**src/sv/spq_pkg.sv**
```systemverilog
// ----------------------------------------------------------------------------
// spq_pkg
// shared types and codes of the sorted priority queue
// ----------------------------------------------------------------------------
package spq_pkg;

  typedef logic [0:0] opcode_t;
  typedef logic [1:0] status_t;

  localparam opcode_t OP_INSERT = 1'b0;
  localparam opcode_t OP_DELETE = 1'b1;

  localparam status_t STATUS_OK    = 2'd0;
  localparam status_t STATUS_FULL  = 2'd1;
  localparam status_t STATUS_EMPTY = 2'd2;

  // command from the controller to the datapath
  typedef struct packed {
    logic    exec;
    opcode_t op;
  } spq_cmd_t;

endpackage

```
**src/sv/spq_if.sv**
```systemverilog
// ----------------------------------------------------------------------------
// spq_in_if / spq_out_if
// valid/ready channels of the sorted priority queue
// ----------------------------------------------------------------------------
interface spq_in_if
  import spq_pkg::*;
#(
  parameter int DATA_WIDTH = 32
);
  logic                         valid;
  logic                         ready;
  opcode_t                      opcode;
  logic signed [DATA_WIDTH-1:0] value;

  modport source (output valid, output opcode, output value, input ready);
  modport sink   (input valid, input opcode, input value, output ready);
endinterface

interface spq_out_if
  import spq_pkg::*;
#(
  parameter int DATA_WIDTH = 32,
  parameter int FILL_W     = 5
);
  logic                         valid;
  logic                         ready;
  logic signed [DATA_WIDTH-1:0] value_out;
  status_t                      status;
  logic [FILL_W-1:0]            fill;

  modport source (output valid, output value_out, output status, output fill, input ready);
  modport sink   (input valid, input value_out, input status, input fill, output ready);
endinterface

```
**src/sv/spq_ctrl.sv**
```systemverilog
// ----------------------------------------------------------------------------
// spq_ctrl
// handshake controller: tracks whether a result beat is held
// ----------------------------------------------------------------------------
module spq_ctrl
  import spq_pkg::*;
(
  input  logic     clk,
  input  logic     rst_n,
  input  logic     in_valid,
  input  opcode_t  in_opcode,
  output logic     in_ready,
  output logic     out_valid,
  input  logic     out_ready,
  output spq_cmd_t cmd
);

  localparam logic S_IDLE = 1'b0;
  localparam logic S_HOLD = 1'b1;

  logic state_r;
  logic state_nxt;
  logic accept;

  assign in_ready  = (state_r == S_IDLE) || out_ready;
  assign accept    = in_valid && in_ready;
  assign out_valid = (state_r == S_HOLD);
  assign cmd.exec  = accept;
  assign cmd.op    = in_opcode;

  always_comb begin
    state_nxt = state_r;
    unique case (state_r)
      S_IDLE: begin
        if (accept) state_nxt = S_HOLD;
      end
      S_HOLD: begin
        if (accept)         state_nxt = S_HOLD;
        else if (out_ready) state_nxt = S_IDLE;
      end
      default: state_nxt = S_IDLE;
    endcase
  end

  always_ff @(posedge clk) begin
    if (!rst_n) state_r <= S_IDLE;
    else        state_r <= state_nxt;
  end

endmodule

```
**src/sv/spq_dp.sv**
```systemverilog
// ----------------------------------------------------------------------------
// spq_dp
// row of sorted cells, entry count and result register
// ----------------------------------------------------------------------------
module spq_dp
  import spq_pkg::*;
#(
  parameter int DEPTH      = 16,
  parameter int DATA_WIDTH = 32,
  parameter int FILL_W     = 5
)(
  input  logic                         clk,
  input  logic                         rst_n,
  input  spq_cmd_t                     cmd,
  input  logic signed [DATA_WIDTH-1:0] in_value,
  output logic signed [DATA_WIDTH-1:0] out_value,
  output status_t                      out_status,
  output logic [FILL_W-1:0]            out_fill
);

  localparam logic [FILL_W-1:0] DEPTH_C = FILL_W'(DEPTH);

  logic signed [DATA_WIDTH-1:0] ent_r   [DEPTH];
  logic signed [DATA_WIDTH-1:0] ent_nxt [DEPTH];
  logic [DEPTH-1:0]             gt;
  logic [FILL_W-1:0]            cnt_r;
  logic [FILL_W-1:0]            cnt_nxt;
  logic                         is_full;
  logic                         is_empty;
  logic                         wr_en;
  status_t                      status_nxt;
  logic signed [DATA_WIDTH-1:0] value_nxt;

  assign is_full  = (cnt_r == DEPTH_C);
  assign is_empty = (cnt_r == '0);

  // per-cell compare and shift
  for (genvar i = 0; i < DEPTH; i++) begin : g_cell
    localparam logic [FILL_W-1:0] IDX = FILL_W'(i);

    assign gt[i] = (IDX < cnt_r) && (ent_r[i] > in_value);

    always_comb begin
      ent_nxt[i] = ent_r[i];
      if (cmd.op == OP_INSERT) begin
        // greater cells and the first free cell take the left neighbor or the new value
        if (gt[i] || (IDX == cnt_r)) begin
          if (i > 0 && gt[(i > 0) ? i - 1 : 0]) ent_nxt[i] = ent_r[(i > 0) ? i - 1 : 0];
          else                                 ent_nxt[i] = in_value;
        end
      end else begin
        if (i < DEPTH - 1) ent_nxt[i] = ent_r[(i < DEPTH - 1) ? i + 1 : i];
      end
    end

    always_ff @(posedge clk) begin
      if (wr_en) ent_r[i] <= ent_nxt[i];
    end
  end

  always_comb begin
    cnt_nxt    = cnt_r;
    status_nxt = STATUS_OK;
    value_nxt  = '0;
    wr_en      = 1'b0;
    if (cmd.op == OP_INSERT) begin
      if (is_full) begin
        status_nxt = STATUS_FULL;
      end else begin
        wr_en   = cmd.exec;
        cnt_nxt = cnt_r + 1'b1;
      end
    end else begin
      if (is_empty) begin
        status_nxt = STATUS_EMPTY;
      end else begin
        wr_en     = cmd.exec;
        cnt_nxt   = cnt_r - 1'b1;
        value_nxt = ent_r[0];
      end
    end
  end

  always_ff @(posedge clk) begin
    if (!rst_n)        cnt_r <= '0;
    else if (cmd.exec) cnt_r <= cnt_nxt;
  end

  always_ff @(posedge clk) begin
    if (cmd.exec) begin
      out_value  <= value_nxt;
      out_status <= status_nxt;
      out_fill   <= cnt_nxt;
    end
  end

endmodule

```
**src/sv/sorted_priority_queue_unit.sv**
```systemverilog
// ----------------------------------------------------------------------------
// sorted_priority_queue_unit
// min-priority queue kept as an ascending sorted row of registers
// ----------------------------------------------------------------------------
// Each input beat is either an insert (opcode 0) or a delete-min (opcode 1),
// and each gives exactly one result beat carrying value_out, status and fill.
// An insert lands behind every held entry that is not greater, so equal
// values leave in arrival order; an insert into a full queue is refused with
// status full, and a delete-min on an empty queue returns status empty with
// value zero. Every cell compares its entry with the incoming value at once
// and shifts locally, so an operation completes in the cycle it is accepted
// and its result sits in the output register the next cycle. One beat is
// taken per cycle as long as the result side keeps draining; the single
// output register is what sets that figure, since a new beat is accepted
// whenever the held result is empty or taken in the same cycle. No clearing
// pass is needed after reset: only the entry count and the handshake state
// are cleared.
// ----------------------------------------------------------------------------
module sorted_priority_queue_unit
  import spq_pkg::*;
#(
  parameter int DEPTH      = 16,
  parameter int DATA_WIDTH = 32,
  parameter int FILL_W     = $clog2(DEPTH + 1)
)(
  input  logic      clk,
  input  logic      rst_n,
  spq_in_if.sink    in_ch,
  spq_out_if.source out_ch
);

  // command from controller to datapath
  spq_cmd_t cmd;

  // handshake and sequencing
  spq_ctrl u_ctrl (
    .clk       (clk),
    .rst_n     (rst_n),
    .in_valid  (in_ch.valid),
    .in_opcode (in_ch.opcode),
    .in_ready  (in_ch.ready),
    .out_valid (out_ch.valid),
    .out_ready (out_ch.ready),
    .cmd       (cmd)
  );

  // sorted cells, count and result register
  spq_dp #(
    .DEPTH      (DEPTH),
    .DATA_WIDTH (DATA_WIDTH),
    .FILL_W     (FILL_W)
  ) u_dp (
    .clk        (clk),
    .rst_n      (rst_n),
    .cmd        (cmd),
    .in_value   (in_ch.value),
    .out_value  (out_ch.value_out),
    .out_status (out_ch.status),
    .out_fill   (out_ch.fill)
  );

endmodule
```
**src/flat_wrapper.sv**
```systemverilog
// flat-port wrapper written by rule: the top's interface ports become plain ports
module sorted_priority_queue_unit_flat import spq_pkg::*;
#(
  parameter int DEPTH      = 16,
  parameter int DATA_WIDTH = 32,
  parameter int FILL_W     = $clog2(DEPTH + 1)
)
  (clk, rst_n, in_ch_valid, in_ch_opcode, in_ch_value, in_ch_ready, out_ch_valid, out_ch_value_out, out_ch_status, out_ch_fill, out_ch_ready);
  spq_in_if #(.DATA_WIDTH(DATA_WIDTH)) in_ch_i ();
  spq_out_if #(.DATA_WIDTH(DATA_WIDTH), .FILL_W(FILL_W)) out_ch_i ();
  input  logic clk;
  input  logic rst_n;
  input wire logic [$bits(in_ch_i.valid)-1:0] in_ch_valid;
  input wire logic [$bits(in_ch_i.opcode)-1:0] in_ch_opcode;
  input wire logic [$bits(in_ch_i.value)-1:0] in_ch_value;
  output wire logic [$bits(in_ch_i.ready)-1:0] in_ch_ready;
  output wire logic [$bits(out_ch_i.valid)-1:0] out_ch_valid;
  output wire logic [$bits(out_ch_i.value_out)-1:0] out_ch_value_out;
  output wire logic [$bits(out_ch_i.status)-1:0] out_ch_status;
  output wire logic [$bits(out_ch_i.fill)-1:0] out_ch_fill;
  input wire logic [$bits(out_ch_i.ready)-1:0] out_ch_ready;
  assign in_ch_i.valid = in_ch_valid;
  assign in_ch_i.opcode = in_ch_opcode;
  assign in_ch_i.value = in_ch_value;
  assign in_ch_ready = in_ch_i.ready;
  assign out_ch_valid = out_ch_i.valid;
  assign out_ch_value_out = out_ch_i.value_out;
  assign out_ch_status = out_ch_i.status;
  assign out_ch_fill = out_ch_i.fill;
  assign out_ch_i.ready = out_ch_ready;
  sorted_priority_queue_unit #(.DEPTH(DEPTH), .DATA_WIDTH(DATA_WIDTH), .FILL_W(FILL_W)) u_core (.clk(clk), .rst_n(rst_n), .in_ch(in_ch_i), .out_ch(out_ch_i));
endmodule
```
**config.mk**
```make
export PLATFORM = sky130hd
export DESIGN_NAME = sorted_priority_queue_unit_flat
export DESIGN_NICKNAME = d
export VERILOG_FILES = /design/src/sv/spq_pkg.sv /design/src/sv/spq_if.sv /design/src/sv/spq_ctrl.sv /design/src/sv/spq_dp.sv /design/src/sv/sorted_priority_queue_unit.sv /design/src/flat_wrapper.sv
export SDC_FILE = /design/constraint.sdc
export NUM_CORES = 2
export LEC_CHECK = 0
export ABC_AREA = 1
export BUFFER_PORTS_ARGS = -buffer_cell sky130_fd_sc_hd__buf_2
export CORE_ASPECT_RATIO = 0.9
export CORE_MARGIN = 10
export CORE_UTILIZATION = 55
export DETAILED_ROUTE_END_ITERATION = 6
export PLACE_DENSITY_LB_ADDON = 0.1
export SLEW_MARGIN = 20
export SYNTH_ARGS = -nofsm -noshare
export SYNTH_HDL_FRONTEND = slang
export SYNTH_SLANG_ARGS = --single-unit
```
**constraint.sdc**
```tcl
create_clock -name clk -period 8.47 [get_ports clk]
set_input_delay 1.694 -clock clk [delete_from_list [all_inputs] [get_ports clk]]
set_output_delay 1.694 -clock clk [all_outputs]
set_load 0.02 [all_outputs]
```
==> summary.md <==
| Metric | Value |
|---|---|
| Status | complete, but fails checks |
| Failing checks | DRC |
| CP bufs+invs | 5 |
| Max H-tree Level | 3 |
| Placer Congestion | 0.9721 |
| Last element of the critical path | u_core.u_dp.ent_r[1][141]$_DFFE_PP_ |
| Most common cell after layout, fill and taps aside | nand2_1 |
| Min Tclk post-route | 6.001 ns |
| Distinct cell type count after synthesis | 45 |
| Core Area | 0.07804 mm^2 |
| Worst vdd ir | 0.0001570 V |
| CP max stage delay | 0.90 ns |
| Worst slack at placement | 2.009 ns |
| Max FO, Critical Path | 33 |
| Reg-to-Reg End | u_core.u_dp.ent_r[0][56]$_DFFE_PP_ |
| Post-CTS Resized | 0 |
| Root Driver | clkbuf_16 |
| Final nets | 6234 |
| Latest clock arrival within the worst-skew pair | 0.63 ns |
| Io pins | a little under 80 |
| Maxcap violations | 0 |
| Crit path kind | input port to flop |
| Final count of hold timing violations | 0 |
| Power Dens Cells | 187.5 mW/mm^2 |
| CP startpoint | in_ch_value[8] |
| Asr flop ratio synth | 0% |
| Ratio of cells with drive above 1 in the final layout | 6.507% |
| Die Width | 316.3 um |
| CP max stage cell | nand3_2 |
| Crit-path cells | buf_2, clkinv_1, buf_4, ha_1, nand2_1, nor2_1, nand2_1, inv_1, nand2_1, nand2_1, nand2_1, nand2_1, nand2_1, nand3_2, a21oi_2, buf_4 |
| Total clock sinks | 557 |
| CTS clock-pin slew for the worst setup and hold paths | 0.06 ns |
| Sequential share of the synthesized area | 38.34% |
| Via count | 41030 |
| Die Area | 0.09069 mm^2 |
| Final std cells w/o fill | between 6000 and 7000 |
| Rows | 97 |
| Postcts setup bufs | 0 |
| Die Y | 286.7 um |
| Slew Viols, Final | 0 |
| WP depth | 16 |
| Largest net degree at the start of global routing | 169 |
| Post-DP HPWL | 110600 um |
| Syn avg cell area | 7.604 um^2 |
| Tot Pwr | around 8.9 mW |
| Post-synth EDFFs | 551 |
| Fin util | between 60% and 70% |
| Fill cell count | 7197 |
| Syn nets | 6270 |
| Post-Place Cells | 6644 |
| Final setup violation count | 0 |
| Largest cells by area after synthesis | edfxtp_1 (38%), nand2_1 (17%), ha_1 (15%), nand4_1 (6.9%), inv_1 (5.7%) |
| Post-synthesis instance area | roughly 0.043 mm^2 |
| Tcrit/Tclk final | 70.85% |
| Synthesis Warnings | 0 |
| RSZ-0062 raised after global routing | false |
| CP startpoint kind | input port |
| R2r setup slk | 4.03 ns |
| Initial antenna violation count | 4 |
| Syn Inst Count | around 5700 |
| Most frequent cells in the layout | nand2_1 (2006), inv_1 (645), edfxtp_1 (551) |
| Launch point of the worst reg-to-reg path | u_core.u_dp.cnt_r[0]$_SDFFE_PN0P_ |
| Endpoint class of the critical path | flop |
| Post-synthesis sequential element count | 557 |
| Antenna viol nets, final | 0 |
| Via/cell ratio | 6.056 |
| Achievable Freq | 166.6 MHz |
| Setup WS post-layout | 2.469 ns |
| Hold buffer count at cts | 0 |
| Placed Area | approximately 0.045 mm^2 |
| Fin Hold WS | 0.5632 ns |
| Final instance area | 0.04746 mm^2 |
| Routed len/inst | between 20 and 25 um |
| Total global-route track usage | around a third |
| Slew headroom | 17.50% |
| Critical Path AT | 6.30 ns |
| Layout Area Growth over Synthesis | 9.186% |
| Top_reg_cell synth | edfxtp_1 |
| DRC viols | 2 |
| Least-Margin Pin Slew | around 1.2 ns |
| CP most frequent cell | nand2_1 |
| Critical Path RT | between 8 and 9 ns |
| Final Skew | between 0.02 and 0.025 ns |
| Initial core utilization | 55.70% |
| Clock Path Buffers | 3 |
| Remaining global-route overflow | 0 |
| CTS buffer count | 67 |
| Drt pass-1 iters | 7 |
| DR iter-0 viols | 4828 |
| CP delay by family, top | simple AND/OR/NAND/NOR gates |
| Global-route wire length before repair | 233200 um |
| Vias in the first global route | 38640 |
| Biggest area consumer among synthesized cells | edfxtp_1 |
| IO buf count | 77 |
| Setup TNS | 0 ns |
| FF-to-FF path depth | 11 |
| Worst Hold Class | flop to flop |
| P_leak | approximately 23 nW |
| CTS tree | done |
| Synth top area share | 38.07% |
| Final WL | about 150000 um |
==> per-layer routing <==
metal	routed length, um	GRT usage [%]	vias up
met5	0	0	-
li1	-	-	19260
met1	62430	43.65	19380
met2	69820	52.17	2019
met3	15400	7.316	382
met4	6684	13.31	0
==> layout make-up <==
| cell class | count | area (um^2) | share of cell area, % |
|---|---|---|---|
| clock inverter | 27 | 246.5 | 0.5194 |
| multi-input combinational | 4164 | 23100 | 48.68 |
| inverter | 672 | 2530 | 5.331 |
| antenna | 4 | 10.01 | 0.02109 |
| clock buffer | 94 | 1906 | 4.015 |
| timing repair buffer | 218 | 1697 | 3.575 |
| sequential | 557 | 16670 | 35.12 |
| tap | 1039 | 1300 | 2.739 |
==> registers in the layout (all words and copies together), names as in the netlist <==
| name | cells |
|---|---|
| u_core.u_dp.ent_r | 512 |
| u_core.u_dp.out_value | 32 |
| u_core.u_dp.cnt_r | 5 |
| u_core.u_dp.out_fill | 5 |
| u_core.u_dp.out_status | 2 |
| u_core.u_ctrl.out_valid | 1 |
==> worst min-delay path by stage <==
| stage | start | to | slack, ns | depth (start not counted) |
|---|---|---|---|---|
| 6_report | u_core.u_dp.ent_r[0][160]$_DFFE_PP_ | u_core.u_dp.ent_r[0][128]$_DFFE_PP_ | 0.56 | 2 |
| 5_1_grt | u_core.u_dp.ent_r[1][96]$_DFFE_PP_ | u_core.u_dp.ent_r[1][64]$_DFFE_PP_ | 0.59 | 2 |
| 4_1_cts | u_core.u_dp.ent_r[0][160]$_DFFE_PP_ | u_core.u_dp.ent_r[0][128]$_DFFE_PP_ | 0.56 | 2 |
| 3_5_place_dp | u_core.u_dp.ent_r[1][232]$_DFFE_PP_ | u_core.u_dp.ent_r[1][200]$_DFFE_PP_ | 0.55 | 2 |
| 3_3_place_gp | u_core.u_dp.ent_r[1][96]$_DFFE_PP_ | u_core.u_dp.ent_r[1][64]$_DFFE_PP_ | 0.53 | 2 |
| 2_1_floorplan | u_core.u_dp.ent_r[0][96]$_DFFE_PP_ | u_core.u_dp.ent_r[0][64]$_DFFE_PP_ | 0.52 | 2 |
==> worst register-to-register path, cell delays in order (launching register included) <==
cell,delay [ns]
dfxtp_1,0.60
inv_2,0.21
ha_1,0.26
nand2_1,0.07
inv_1,0.11
nand2_1,0.21
nand2_2,0.45
nand2_1,0.26
nand2_1,0.63
buf_4,0.50
a31oi_4,0.59
buf_16,0.25
==> cell usage after synthesis (all sizes together), types with 5 or more instances <==
cell    count
a21o       14
a21oi     260
a31oi       8
buf       126
clkbuf    197
dfxtp       6
edfxtp    551
ha        517
inv       671
nand2    2010
nand3     504
nand4     481
nor2      195
nor3b       5
o21a       34
o21ai     110
==> cells by family (layout without fill, tap and decap cells) <==
kind of cell | Yosys count | count (layout) | share of synthesized area [%]
and+or+nand+nor | 3206 | 3206 | 32.25
AOI/OAI and AO/OA | 437 | 437 | 5.443
adders and majority gates | 517 | 517 | 14.88
other | 0 | 4 | 0
xor gates and xnor gates | 4 | 4 | 0.08062
buffers and inverters | 995 | 1011 | 8.996
DFF | 557 | 557 | 38.34
==> where the power goes <==
part           internal, mW  total [mW]  switching, mW
clock network          1.72        2.96           1.24
registers              3.35        3.57          0.217
logic                 0.725        2.37           1.65
No activity file was read; power rests on OpenSTA's default activity.
